`config.mk`:
```
export PLATFORM = sky130hd
export DESIGN_NAME = http_request_window_counter
export DESIGN_NICKNAME = d
export VERILOG_FILES = /design/src/sv/hrwc_pkg.sv /design/src/sv/hrwc_ram.sv /design/src/sv/hrwc_regs.sv /design/src/sv/hrwc_ctrl.sv /design/src/sv/hrwc_dp.sv /design/src/sv/http_request_window_counter.sv
export SDC_FILE = /design/constraint.sdc
export NUM_CORES = 2
export LEC_CHECK = 0
export BUFFER_PORTS_ARGS = -buffer_cell sky130_fd_sc_hd__clkbuf_2
export CAP_MARGIN = 15
export CORE_AREA = 2 2 954 481
export DETAILED_ROUTE_END_ITERATION = 16
export DIE_AREA = 0 0 956 483
export GPL_TIMING_DRIVEN = 1
export PLACE_DENSITY_LB_ADDON = 0.12
export SLEW_MARGIN = 0
export SYNTH_ARGS = -nofsm -noshare
export SYNTH_HDL_FRONTEND = slang
export SYNTH_SLANG_ARGS = --single-unit
```
`constraint.sdc`:
```
create_clock -name clk_i -period 14.2 [get_ports clk_i]
set_input_delay 0.71 -clock clk_i [delete_from_list [all_inputs] [get_ports clk_i]]
set_output_delay 0.71 -clock clk_i [all_outputs]
set_load 0.03 [all_outputs]
```
`src/sv/hrwc_pkg.sv`:
```
package hrwc_pkg;

  // Field widths of the stream items
  localparam int unsigned STAMP_W     = 52;
  localparam int unsigned SEC_W       = 32;
  localparam int unsigned USEC_W      = 20;
  localparam int unsigned PORT_W      = 16;
  localparam int unsigned LEN_W       = 16;
  localparam int unsigned WORDS_W     = 4;
  localparam int unsigned HDR_W       = 8;
  localparam int unsigned WINDOW_W    = 32;
  localparam int unsigned INDEX_W     = 32;
  localparam int unsigned COUNT_W     = 7;
  localparam int unsigned IN_DATA_W   = 96;
  localparam int unsigned OUT_DATA_W  = 40;
  localparam int unsigned APB_ADDR_W  = 3;
  localparam int unsigned APB_DATA_W  = 32;

  // Input tdata layout, lowest bit first
  localparam int unsigned IHL_LSB     = 0;
  localparam int unsigned DOFF_LSB    = 4;
  localparam int unsigned PORT_LSB    = 8;
  localparam int unsigned CAPLEN_LSB  = 24;
  localparam int unsigned SEC_LSB     = 40;
  localparam int unsigned USEC_LSB    = 72;

  // Arithmetic constants
  localparam logic [HDR_W-1:0]    LINK_HEADER_BYTES = 8'd14;
  localparam logic [USEC_W-1:0]   USEC_PER_SEC      = 20'd1000000;
  localparam logic [WINDOW_W-1:0] WINDOW_RESET      = 32'd1000000;
  localparam logic [PORT_W-1:0]   EXCL_PORT_RESET   = 16'd80;

  // Configuration register index (taken from paddr[2])
  typedef enum logic [0:0] {
    REG_WINDOW_US     = 1'b0,
    REG_EXCLUDED_PORT = 1'b1
  } hrwc_reg_e;

  // Controller states
  typedef enum logic [2:0] {
    ST_IDLE,
    ST_CALC,
    ST_SCAN,
    ST_PUSH,
    ST_FLUSH,
    ST_FIN
  } hrwc_state_e;

  // Commands from the controller to the datapath
  typedef struct packed {
    logic load;     // latch the input item
    logic calc;     // form the microsecond time stamp
    logic pop;      // report the oldest entry and drop it
    logic sat;      // flag that report as saturated
    logic push;     // store the new time stamp
    logic finish;   // send the held result as the last one
  } hrwc_cmd_t;

  // Status from the datapath to the controller
  typedef struct packed {
    logic in_cmd;     // item on the input is an end-of-capture command
    logic in_req;     // item on the input is a request
    logic fill_nz;    // queue holds entries
    logic full;       // queue is full
    logic outside;    // new time is beyond the oldest entry's window
    logic out_free;   // output register can take a result this cycle
    logic hold_valid; // a result waits in the hold register
  } hrwc_status_t;

endpackage

```
`src/sv/hrwc_ram.sv`:
```
module hrwc_ram #(
  parameter int unsigned WIDTH = 52,
  parameter int unsigned DEPTH = 64
) (
  input  logic                     clk_i,
  input  logic                     we_i,
  input  logic [$clog2(DEPTH)-1:0] waddr_i,
  input  logic [WIDTH-1:0]         wdata_i,
  input  logic [$clog2(DEPTH)-1:0] raddr_i,
  output logic [WIDTH-1:0]         rdata_o
);

  logic [WIDTH-1:0] mem_q [DEPTH];

  // One write port, one registered read port.
  always_ff @(posedge clk_i) begin
    if (we_i) begin
      mem_q[waddr_i] <= wdata_i;
    end
    rdata_o <= mem_q[raddr_i];
  end

endmodule

```
`src/sv/hrwc_regs.sv`:
```
module hrwc_regs (
  input  logic                              clk_i,
  input  logic                              rst_ni,
  input  logic                              psel,
  input  logic                              penable,
  input  logic                              pwrite,
  input  logic [hrwc_pkg::APB_ADDR_W-1:0]   paddr,
  input  logic [hrwc_pkg::APB_DATA_W-1:0]   pwdata,
  output logic [hrwc_pkg::APB_DATA_W-1:0]   prdata,
  output logic                              pready,
  output logic [hrwc_pkg::WINDOW_W-1:0]     window_us_o,
  output logic [hrwc_pkg::PORT_W-1:0]       excluded_port_o
);

  import hrwc_pkg::*;

  logic [WINDOW_W-1:0] window_q;
  logic [PORT_W-1:0]   excl_q;
  logic                wr_en;
  hrwc_reg_e           reg_sel;

  assign pready  = 1'b1;
  assign wr_en   = psel & penable & pwrite & pready;
  assign reg_sel = hrwc_reg_e'(paddr[2]);

  // Register writes on the access phase.
  always_ff @(posedge clk_i or negedge rst_ni) begin
    if (!rst_ni) begin
      window_q <= WINDOW_RESET;
      excl_q   <= EXCL_PORT_RESET;
    end else if (wr_en) begin
      case (reg_sel)
        REG_WINDOW_US:     window_q <= pwdata[WINDOW_W-1:0];
        REG_EXCLUDED_PORT: excl_q   <= pwdata[PORT_W-1:0];
        default:           ;
      endcase
    end
  end

  // Read back.
  always_comb begin
    case (reg_sel)
      REG_WINDOW_US:     prdata = window_q;
      REG_EXCLUDED_PORT: prdata = {{(APB_DATA_W-PORT_W){1'b0}}, excl_q};
      default:           prdata = '0;
    endcase
  end

  assign window_us_o     = window_q;
  assign excluded_port_o = excl_q;

endmodule

```
`src/sv/hrwc_ctrl.sv`:
```
module hrwc_ctrl (
  input  logic                   clk_i,
  input  logic                   rst_ni,
  input  logic                   s_axis_tvalid_i,
  output logic                   s_axis_tready_o,
  input  hrwc_pkg::hrwc_status_t status_i,
  output hrwc_pkg::hrwc_cmd_t    cmd_o
);

  import hrwc_pkg::*;

  hrwc_state_e state_q, state_d;

  always_ff @(posedge clk_i or negedge rst_ni) begin
    if (!rst_ni) begin
      state_q <= ST_IDLE;
    end else begin
      state_q <= state_d;
    end
  end

  // Next state.
  always_comb begin
    state_d = state_q;
    case (state_q)
      ST_IDLE: begin
        if (s_axis_tvalid_i) begin
          if (status_i.in_cmd) begin
            state_d = ST_FLUSH;
          end else if (status_i.in_req) begin
            state_d = ST_CALC;
          end
        end
      end
      ST_CALC: begin
        state_d = ST_SCAN;
      end
      ST_SCAN: begin
        if (!(status_i.fill_nz && status_i.outside)) begin
          if (!status_i.full || status_i.out_free) begin
            state_d = ST_PUSH;
          end
        end
      end
      ST_PUSH: begin
        state_d = status_i.hold_valid ? ST_FIN : ST_IDLE;
      end
      ST_FLUSH: begin
        if (!status_i.fill_nz) begin
          state_d = ST_FIN;
        end
      end
      ST_FIN: begin
        if (!status_i.hold_valid || status_i.out_free) begin
          state_d = ST_IDLE;
        end
      end
      default: state_d = ST_IDLE;
    endcase
  end

  // Commands to the datapath.
  always_comb begin
    cmd_o           = '0;
    s_axis_tready_o = 1'b0;
    case (state_q)
      ST_IDLE: begin
        s_axis_tready_o = 1'b1;
        cmd_o.load      = s_axis_tvalid_i;
      end
      ST_CALC: begin
        cmd_o.calc = 1'b1;
      end
      ST_SCAN: begin
        if (status_i.fill_nz && status_i.outside) begin
          cmd_o.pop = status_i.out_free;
        end else if (status_i.full) begin
          cmd_o.pop = status_i.out_free;
          cmd_o.sat = 1'b1;
        end
      end
      ST_PUSH: begin
        cmd_o.push = 1'b1;
      end
      ST_FLUSH: begin
        cmd_o.pop = status_i.fill_nz & status_i.out_free;
      end
      ST_FIN: begin
        cmd_o.finish = status_i.hold_valid & status_i.out_free;
      end
      default: ;
    endcase
  end

endmodule

```
`src/sv/hrwc_dp.sv`:
```
module hrwc_dp #(
  parameter int unsigned QUEUE_DEPTH = 64
) (
  input  logic                               clk_i,
  input  logic                               rst_ni,
  input  hrwc_pkg::hrwc_cmd_t                cmd_i,
  output hrwc_pkg::hrwc_status_t             status_o,
  input  logic [hrwc_pkg::IN_DATA_W-1:0]     s_axis_tdata_i,
  input  logic                               s_axis_tuser_i,
  input  logic [hrwc_pkg::WINDOW_W-1:0]      window_us_i,
  input  logic [hrwc_pkg::PORT_W-1:0]        excluded_port_i,
  output logic                               m_axis_tvalid_o,
  input  logic                               m_axis_tready_i,
  output logic [hrwc_pkg::OUT_DATA_W-1:0]    m_axis_tdata_o,
  output logic                               m_axis_tlast_o
);

  import hrwc_pkg::*;

  localparam int unsigned AW = $clog2(QUEUE_DEPTH);
  localparam int unsigned FW = $clog2(QUEUE_DEPTH + 1);
  localparam int unsigned SW = AW + 1;

  // Input field view
  logic [WORDS_W-1:0] in_ihl, in_doff;
  logic [PORT_W-1:0]  in_port;
  logic [LEN_W-1:0]   in_caplen;
  logic [HDR_W-1:0]   in_hdr;

  assign in_ihl    = s_axis_tdata_i[IHL_LSB +: WORDS_W];
  assign in_doff   = s_axis_tdata_i[DOFF_LSB +: WORDS_W];
  assign in_port   = s_axis_tdata_i[PORT_LSB +: PORT_W];
  assign in_caplen = s_axis_tdata_i[CAPLEN_LSB +: LEN_W];
  assign in_hdr    = LINK_HEADER_BYTES + {2'b00, in_ihl, 2'b00} + {2'b00, in_doff, 2'b00};

  // Latched time and the derived stamp
  logic [SEC_W-1:0]   sec_q;
  logic [USEC_W-1:0]  usec_q;
  logic [STAMP_W-1:0] now_q;

  always_ff @(posedge clk_i) begin
    if (cmd_i.load) begin
      sec_q  <= s_axis_tdata_i[SEC_LSB +: SEC_W];
      usec_q <= s_axis_tdata_i[USEC_LSB +: USEC_W];
    end
    if (cmd_i.calc) begin
      now_q <= STAMP_W'(sec_q) * STAMP_W'(USEC_PER_SEC) + STAMP_W'(usec_q);
    end
  end

  // Queue pointers and the request counter
  logic [AW-1:0]      head_q, head_d;
  logic [FW-1:0]      fill_q, fill_d;
  logic [INDEX_W-1:0] seen_q;
  logic [SW-1:0]      tail_sum;
  logic [AW-1:0]      tail;

  assign tail_sum = SW'(head_q) + SW'(fill_q);
  assign tail     = (tail_sum >= SW'(QUEUE_DEPTH)) ? AW'(tail_sum - SW'(QUEUE_DEPTH))
                                                   : AW'(tail_sum);

  always_comb begin
    head_d = head_q;
    fill_d = fill_q;
    if (cmd_i.pop) begin
      head_d = (head_q == AW'(QUEUE_DEPTH - 1)) ? '0 : head_q + AW'(1);
      fill_d = fill_q - FW'(1);
    end else if (cmd_i.push) begin
      fill_d = fill_q + FW'(1);
    end
  end

  always_ff @(posedge clk_i or negedge rst_ni) begin
    if (!rst_ni) begin
      head_q <= '0;
      fill_q <= '0;
      seen_q <= '0;
    end else begin
      head_q <= head_d;
      fill_q <= fill_d;
      if (cmd_i.push) begin
        seen_q <= seen_q + INDEX_W'(1);
      end
    end
  end

  // Time stamp store; the read port follows the next head so that the
  // oldest entry is on rd_stamp in the cycle after every pop.
  logic [STAMP_W-1:0] rd_stamp;

  hrwc_ram #(
    .WIDTH (STAMP_W),
    .DEPTH (QUEUE_DEPTH)
  ) u_stamp_ram (
    .clk_i   (clk_i),
    .we_i    (cmd_i.push),
    .waddr_i (tail),
    .wdata_i (now_q),
    .raddr_i (head_d),
    .rdata_o (rd_stamp)
  );

  // Window test: the new time is at or past oldest + window.
  logic [STAMP_W:0] diff;
  logic             outside;

  assign diff    = {1'b0, now_q} - {1'b0, rd_stamp};
  assign outside = !diff[STAMP_W] && (diff[STAMP_W-1:0] >= STAMP_W'(window_us_i));

  // Hold register keeps the newest result until it is known whether it is
  // the last one of the item.
  logic               hold_valid_q;
  logic [INDEX_W-1:0] hold_idx_q;
  logic [COUNT_W-1:0] hold_cnt_q;
  logic               hold_sat_q;

  logic               out_valid_q;
  logic [INDEX_W-1:0] out_idx_q;
  logic [COUNT_W-1:0] out_cnt_q;
  logic               out_sat_q;
  logic               out_last_q;
  logic               out_free;
  logic               move_out;

  assign out_free = !out_valid_q || m_axis_tready_i;
  assign move_out = (cmd_i.pop && hold_valid_q) || cmd_i.finish;

  always_ff @(posedge clk_i or negedge rst_ni) begin
    if (!rst_ni) begin
      hold_valid_q <= 1'b0;
      out_valid_q  <= 1'b0;
    end else begin
      if (cmd_i.pop) begin
        hold_valid_q <= 1'b1;
      end else if (cmd_i.finish) begin
        hold_valid_q <= 1'b0;
      end
      if (move_out) begin
        out_valid_q <= 1'b1;
      end else if (m_axis_tready_i) begin
        out_valid_q <= 1'b0;
      end
    end
  end

  always_ff @(posedge clk_i) begin
    if (cmd_i.pop) begin
      hold_idx_q <= seen_q - INDEX_W'(fill_q);
      hold_cnt_q <= COUNT_W'(fill_q);
      hold_sat_q <= cmd_i.sat;
    end
    if (move_out) begin
      out_idx_q  <= hold_idx_q;
      out_cnt_q  <= hold_cnt_q;
      out_sat_q  <= hold_sat_q;
      out_last_q <= cmd_i.finish;
    end
  end

  assign m_axis_tvalid_o = out_valid_q;
  assign m_axis_tdata_o  = {out_sat_q, out_cnt_q, out_idx_q};
  assign m_axis_tlast_o  = out_last_q;

  // Status to the controller
  always_comb begin
    status_o            = '0;
    status_o.in_cmd     = s_axis_tuser_i;
    status_o.in_req     = (LEN_W'(in_hdr) != in_caplen) && (in_port != excluded_port_i);
    status_o.fill_nz    = (fill_q != '0);
    status_o.full       = (fill_q == FW'(QUEUE_DEPTH));
    status_o.outside    = outside;
    status_o.out_free   = out_free;
    status_o.hold_valid = hold_valid_q;
  end

endmodule

```
`src/sv/http_request_window_counter.sv`:
```
// Sliding-window request counter.
// Input stream: one item per packet (tuser = 0) or an end-of-capture command
// (tuser = 1). A packet whose header sizes disagree with its captured length
// and whose source port is not the excluded one is a request; its time in
// microseconds waits in a QUEUE_DEPTH-entry queue. Each request is reported
// on the output stream, in arrival order, with how many requests started
// within the window from it; tlast marks the final result of an input item.
// Configuration sits on an APB port: window_us at 0x0, excluded_port at 0x4.
// Sequence with a ready receiver: a non-request packet is taken in ST_IDLE.
// A request passes ST_IDLE, ST_CALC, ST_SCAN (one pop per entry that leaves
// its window), ST_PUSH and, when it reports anything, ST_FIN; a flush passes
// ST_IDLE, ST_FLUSH (one pop per waiting entry) and ST_FIN. The queue pops one
// entry per cycle while the output register is free. The newest result of an
// item waits in the hold register until the next pop or ST_FIN moves it out.
// A stalled output holds its result and halts popping; input is refused
// until the item in work is done. Reset empties the queue, zeroes the
// request count and loads window_us = 1000000 and excluded_port = 80.
module http_request_window_counter #(
  parameter int unsigned QUEUE_DEPTH = 64
) (
  input  logic                               clk_i,
  input  logic                               rst_ni,
  // Packet stream
  input  logic                               s_axis_tvalid_i,
  output logic                               s_axis_tready_o,
  // ip_header_words[3:0], tcp_offset_words[7:4], source_port[23:8],
  // captured_length[39:24], stamp_sec[71:40], stamp_usec[91:72], zero pad
  input  logic [hrwc_pkg::IN_DATA_W-1:0]     s_axis_tdata_i,
  // cmd[0]
  input  logic                               s_axis_tuser_i,
  // Result stream
  output logic                               m_axis_tvalid_o,
  input  logic                               m_axis_tready_i,
  // request_index[31:0], request_count[38:32], saturated[39]
  output logic [hrwc_pkg::OUT_DATA_W-1:0]    m_axis_tdata_o,
  output logic                               m_axis_tlast_o,
  // Configuration port
  input  logic                               psel,
  input  logic                               penable,
  input  logic                               pwrite,
  input  logic [hrwc_pkg::APB_ADDR_W-1:0]    paddr,
  input  logic [hrwc_pkg::APB_DATA_W-1:0]    pwdata,
  output logic [hrwc_pkg::APB_DATA_W-1:0]    prdata,
  output logic                               pready
);

  import hrwc_pkg::*;

  logic [WINDOW_W-1:0] window_us;
  logic [PORT_W-1:0]   excluded_port;
  hrwc_cmd_t           dp_cmd;
  hrwc_status_t        dp_status;

  hrwc_regs u_regs (
    .clk_i           (clk_i),
    .rst_ni          (rst_ni),
    .psel            (psel),
    .penable         (penable),
    .pwrite          (pwrite),
    .paddr           (paddr),
    .pwdata          (pwdata),
    .prdata          (prdata),
    .pready          (pready),
    .window_us_o     (window_us),
    .excluded_port_o (excluded_port)
  );

  hrwc_ctrl u_ctrl (
    .clk_i           (clk_i),
    .rst_ni          (rst_ni),
    .s_axis_tvalid_i (s_axis_tvalid_i),
    .s_axis_tready_o (s_axis_tready_o),
    .status_i        (dp_status),
    .cmd_o           (dp_cmd)
  );

  hrwc_dp #(
    .QUEUE_DEPTH (QUEUE_DEPTH)
  ) u_dp (
    .clk_i           (clk_i),
    .rst_ni          (rst_ni),
    .cmd_i           (dp_cmd),
    .status_o        (dp_status),
    .s_axis_tdata_i  (s_axis_tdata_i),
    .s_axis_tuser_i  (s_axis_tuser_i),
    .window_us_i     (window_us),
    .excluded_port_i (excluded_port),
    .m_axis_tvalid_o (m_axis_tvalid_o),
    .m_axis_tready_i (m_axis_tready_i),
    .m_axis_tdata_o  (m_axis_tdata_o),
    .m_axis_tlast_o  (m_axis_tlast_o)
  );

endmodule

```
==> flow_summary_export.csv <==
group,metric,value,unit
floorplanning,die_y,483,um
synth,syn_area,153600,um^2
placed_design,hpwlAfterDp,329200,um
outcome,status,"completed",
floorplanning,io_pins,215,
hold_path,min_path_cells,1,
worst_setup_path,critPathKind,"reg2reg",
synth,synth_seq_cells,3663,
worst_setup_path,cp_slowest_cell,"nor3_1",
drt,viasPerCell,5.652,
clock_network,cts_buffer_depth,4,
timing,post-route-period-util,85.30,%
global_routing,grt_pass1_vias,90390,
layout,nNetsFinal,11220,
layout,layout_commonest_cell,"edfxtp_1",
clock_network,cts.clk_slew.worst_paths,0.07,ns
clock_network,postCtsResizedCells,0,
layout,mostFrequentLayoutCells,"edfxtp_1 (3513), nand2_1 (1403), mux2i_1 (854)",
clock_network,cts_tree,"done",
synth,ys_seq_area_share,70.94,%
timing,relSlewSlack,11.62,%
timing,setup_tns,0,ns
synth,synth_cells,10240,
hold_path,hp-class,"in2reg",
synth,yosysUniqueCellTypes,88,
placed_design,placed_cell_area,163100,um^2
timing,setup_viol,0,
floorplanning,dieArea,461700,um^2
layout,final_area,175400,um^2
clock_network,clock_sinks,3663,
clock_network,cts-buffers-inserted,351,
synth,synthesis.nets,10800,
global_routing,antenna_found_initial,40,
timing,fmax,0.08255,GHz
drt,drt.antenna.violating_nets,0,
worst_setup_path,crit_fanout,90,
synth,synth_area_per_cell,15.00,um^2
worst_setup_path,r2r_cells,32,
layout,fillers,41840,
worst_setup_path,end_kind,"flip-flop",
clock_network,cts_max_level,5,
drt,avgRoutedWirePerCell,33.88,um
placed_design,io_buffers,207,
placed_design,gp_congestion,0.8705,
timing,slew_viol_final,0,
drt,drtIter0Drc,13700,
layout,final_layout_size_suffix_gt1_share,12.19,%
worst_setup_path,worstPathArrival,13.02,ns
floorplanning,coreArea,452800,um^2
floorplanning,initial_core_util,33.93,%
timing,fin_skew,0.05398,ns
clock_network,root_buffer,"clkbuf_16",
floorplanning,fp-row-count,175,
worst_setup_path,crit_top_cell,"nand3_1",
worst_setup_path,cp-start-kind,"flip-flop",
synth,synth_warnings,0,
drt,routed_wl,574800,um
global_routing,grt_max_degree,132,
drt,first_pass_iters,6,
drt,vias,95890,
clock_network,clk_latency,0.97,ns
global_routing,grt_usage,24.12,%
placed_design,pre_cts_slack,2.422,ns
timing,rsz0062_at_grt,"no",
layout,syn_to_final_growth,14.18,%
drt,remaining_drc_errors,0,
timing,worstMarginPinSlew,1.323,ns
worst_setup_path,slowest_delay,1.06,ns
job,maxCapViolCount,0,
timing,final-hold-violation-count,0,
global_routing,grt_pass1_wl,775900,um
timing,finalCriticalPeriod,12.11,ns
worst_setup_path,worstPathRequired,15.10,ns
placed_design,dp.cells,16240,
layout,finalNonFillerCells,16960,
timing,timing.final.ws_setup,2.087,ns
synth,synth_ff_type,"edfxtp_1",
floorplanning,die_width,956,um
synth,synth-edff-count,3513,
synth,synthArstFlopShare,2.675,%
global_routing,gr-total-overflow,0,
final timing paths:
check | slack, ns | from | to
setup / recovery | 2.09 | u_dp.now_q[16]$_DFFE_PP_ | u_dp.u_stamp_ram.rdata_o[7]$_DFF_P_
hold / removal | 0.16 | s_axis_tdata_i[77] | u_dp.usec_q[5]$_DFFE_PP_
setup reg to reg | 2.09 | u_dp.now_q[16]$_DFFE_PP_ | u_dp.u_stamp_ram.rdata_o[7]$_DFF_P_
hold reg to reg | 0.42 | u_dp.hold_idx_q[25]$_DFFE_PN_ | u_dp.out_idx_q[25]$_DFFE_PP_
max in group asynchronous | 12.49 | rst_ni | u_regs.window_us_o[29]$_DFFE_PN0P_
min in group asynchronous | 0.31 | rst_ni | u_dp.seen_q[28]$_DFFE_PN0P_
per-stage QoR:
step / hold WS (ns) / utilization, %
after global placement: 0.4078 / 36.01
after detailed placement: 0.4045 / 36.03
final: 0.1624 / 38.74
after global routing: 0.1717 / 38.74
after CTS: 0.1262 / 38.74
after floorplan: 0.4003 / -
kinds of logic after synthesis:
group	Yosys count	share of synthesized area, %
adders and majority gates	416	4.077
buffers and inverters	927	2.643
DFF	3663	70.94
and+or+nand+nor	2205	6.256
xor gates and xnor gates	216	1.231
other	1	0.002441
muxes	1022	7.638
AOI/OAI and AO/OA	1794	7.210
synthesized netlist by cell type (146+ instances only):
cell	number	area share, %
mux2i_1	854	5.6
ha_1	275	2.2
clkbuf_1	253	0.62
edfxtp_1	3513	69
o21ai_0	229	0.75
nor4_1	243	0.99
inv_1	376	0.92
nor2_1	221	0.54
buf_2	170	0.55
o22ai_1	301	1.2
xnor2_1	146	0.83
a21oi_1	766	2.5
nand2_1	1404	3.4
routing by layer:
metal / track usage (%) / up-vias / part of all wire [%]
li1: - / 39920 / -
met1: 38.10 / 50450 / 47
met2: 34.10 / 4821 / 41
met3: 4.522 / 690 / 9.2
met4: 5.508 / 14 / 2.5
met5: 0 / - / 0.015
critical path, delay by kind of cell (launching register included):
| kind | cells | cell delay [ns] |
|---|---|---|
| multiplexers | 1 | 0.17 |
| flip-flops | 1 | 0.38 |
| buffers and inverters | 3 | 1.69 |
| AND/OR/NAND/NOR | 18 | 6.02 |
| XOR/XNOR | 1 | 0.15 |
| adder cells (fa/ha/maj) | 2 | 1.03 |
| AO/OA/AOI/OAI | 7 | 2.42 |
flip-flops by register name, summed over array words and instances, names as in the netlist, 3 cells and up:
name                      count
u_dp.hold_idx_q              32
u_dp.out_idx_q               32
u_dp.fill_q                   7
u_dp.usec_q                  20
u_dp.seen_q                  32
u_ctrl.state_q                3
u_dp.now_q                   52
u_dp.out_cnt_q                7
u_dp.sec_q                   32
u_dp.u_stamp_ram.rdata_o     52
u_dp.head_q                   6
u_regs.excluded_port_o       16
u_dp.hold_cnt_q               7
u_dp.u_stamp_ram.mem_q     3328
u_regs.window_us_o           32
timing repair:
| item | CTS | global route |
|---|---|---|
| buffers inserted | 0 | 0 |
| hold endpoints to repair | 146 | 0 |
| hold buffers | 85 | 0 |
area by class of cell:
class                           instances  area (um^2)  area share [%]
Timing Repair Buffer                  614         4800           2.736
Sequential cell                      3663       109000           62.13
Clock inverter                        198         2161           1.232
Multi-Input combinational cell       5654        41210           23.49
Tap cell                             6018         7530           4.292
Inverter                              380         1453          0.8281
Antenna cell                            8        20.02         0.01141
Clock buffer                          429         9259           5.278
Power is left out: the tool's default activity adds up to more than one toggle a clock period on the data nets, which glitch-free logic cannot reach.
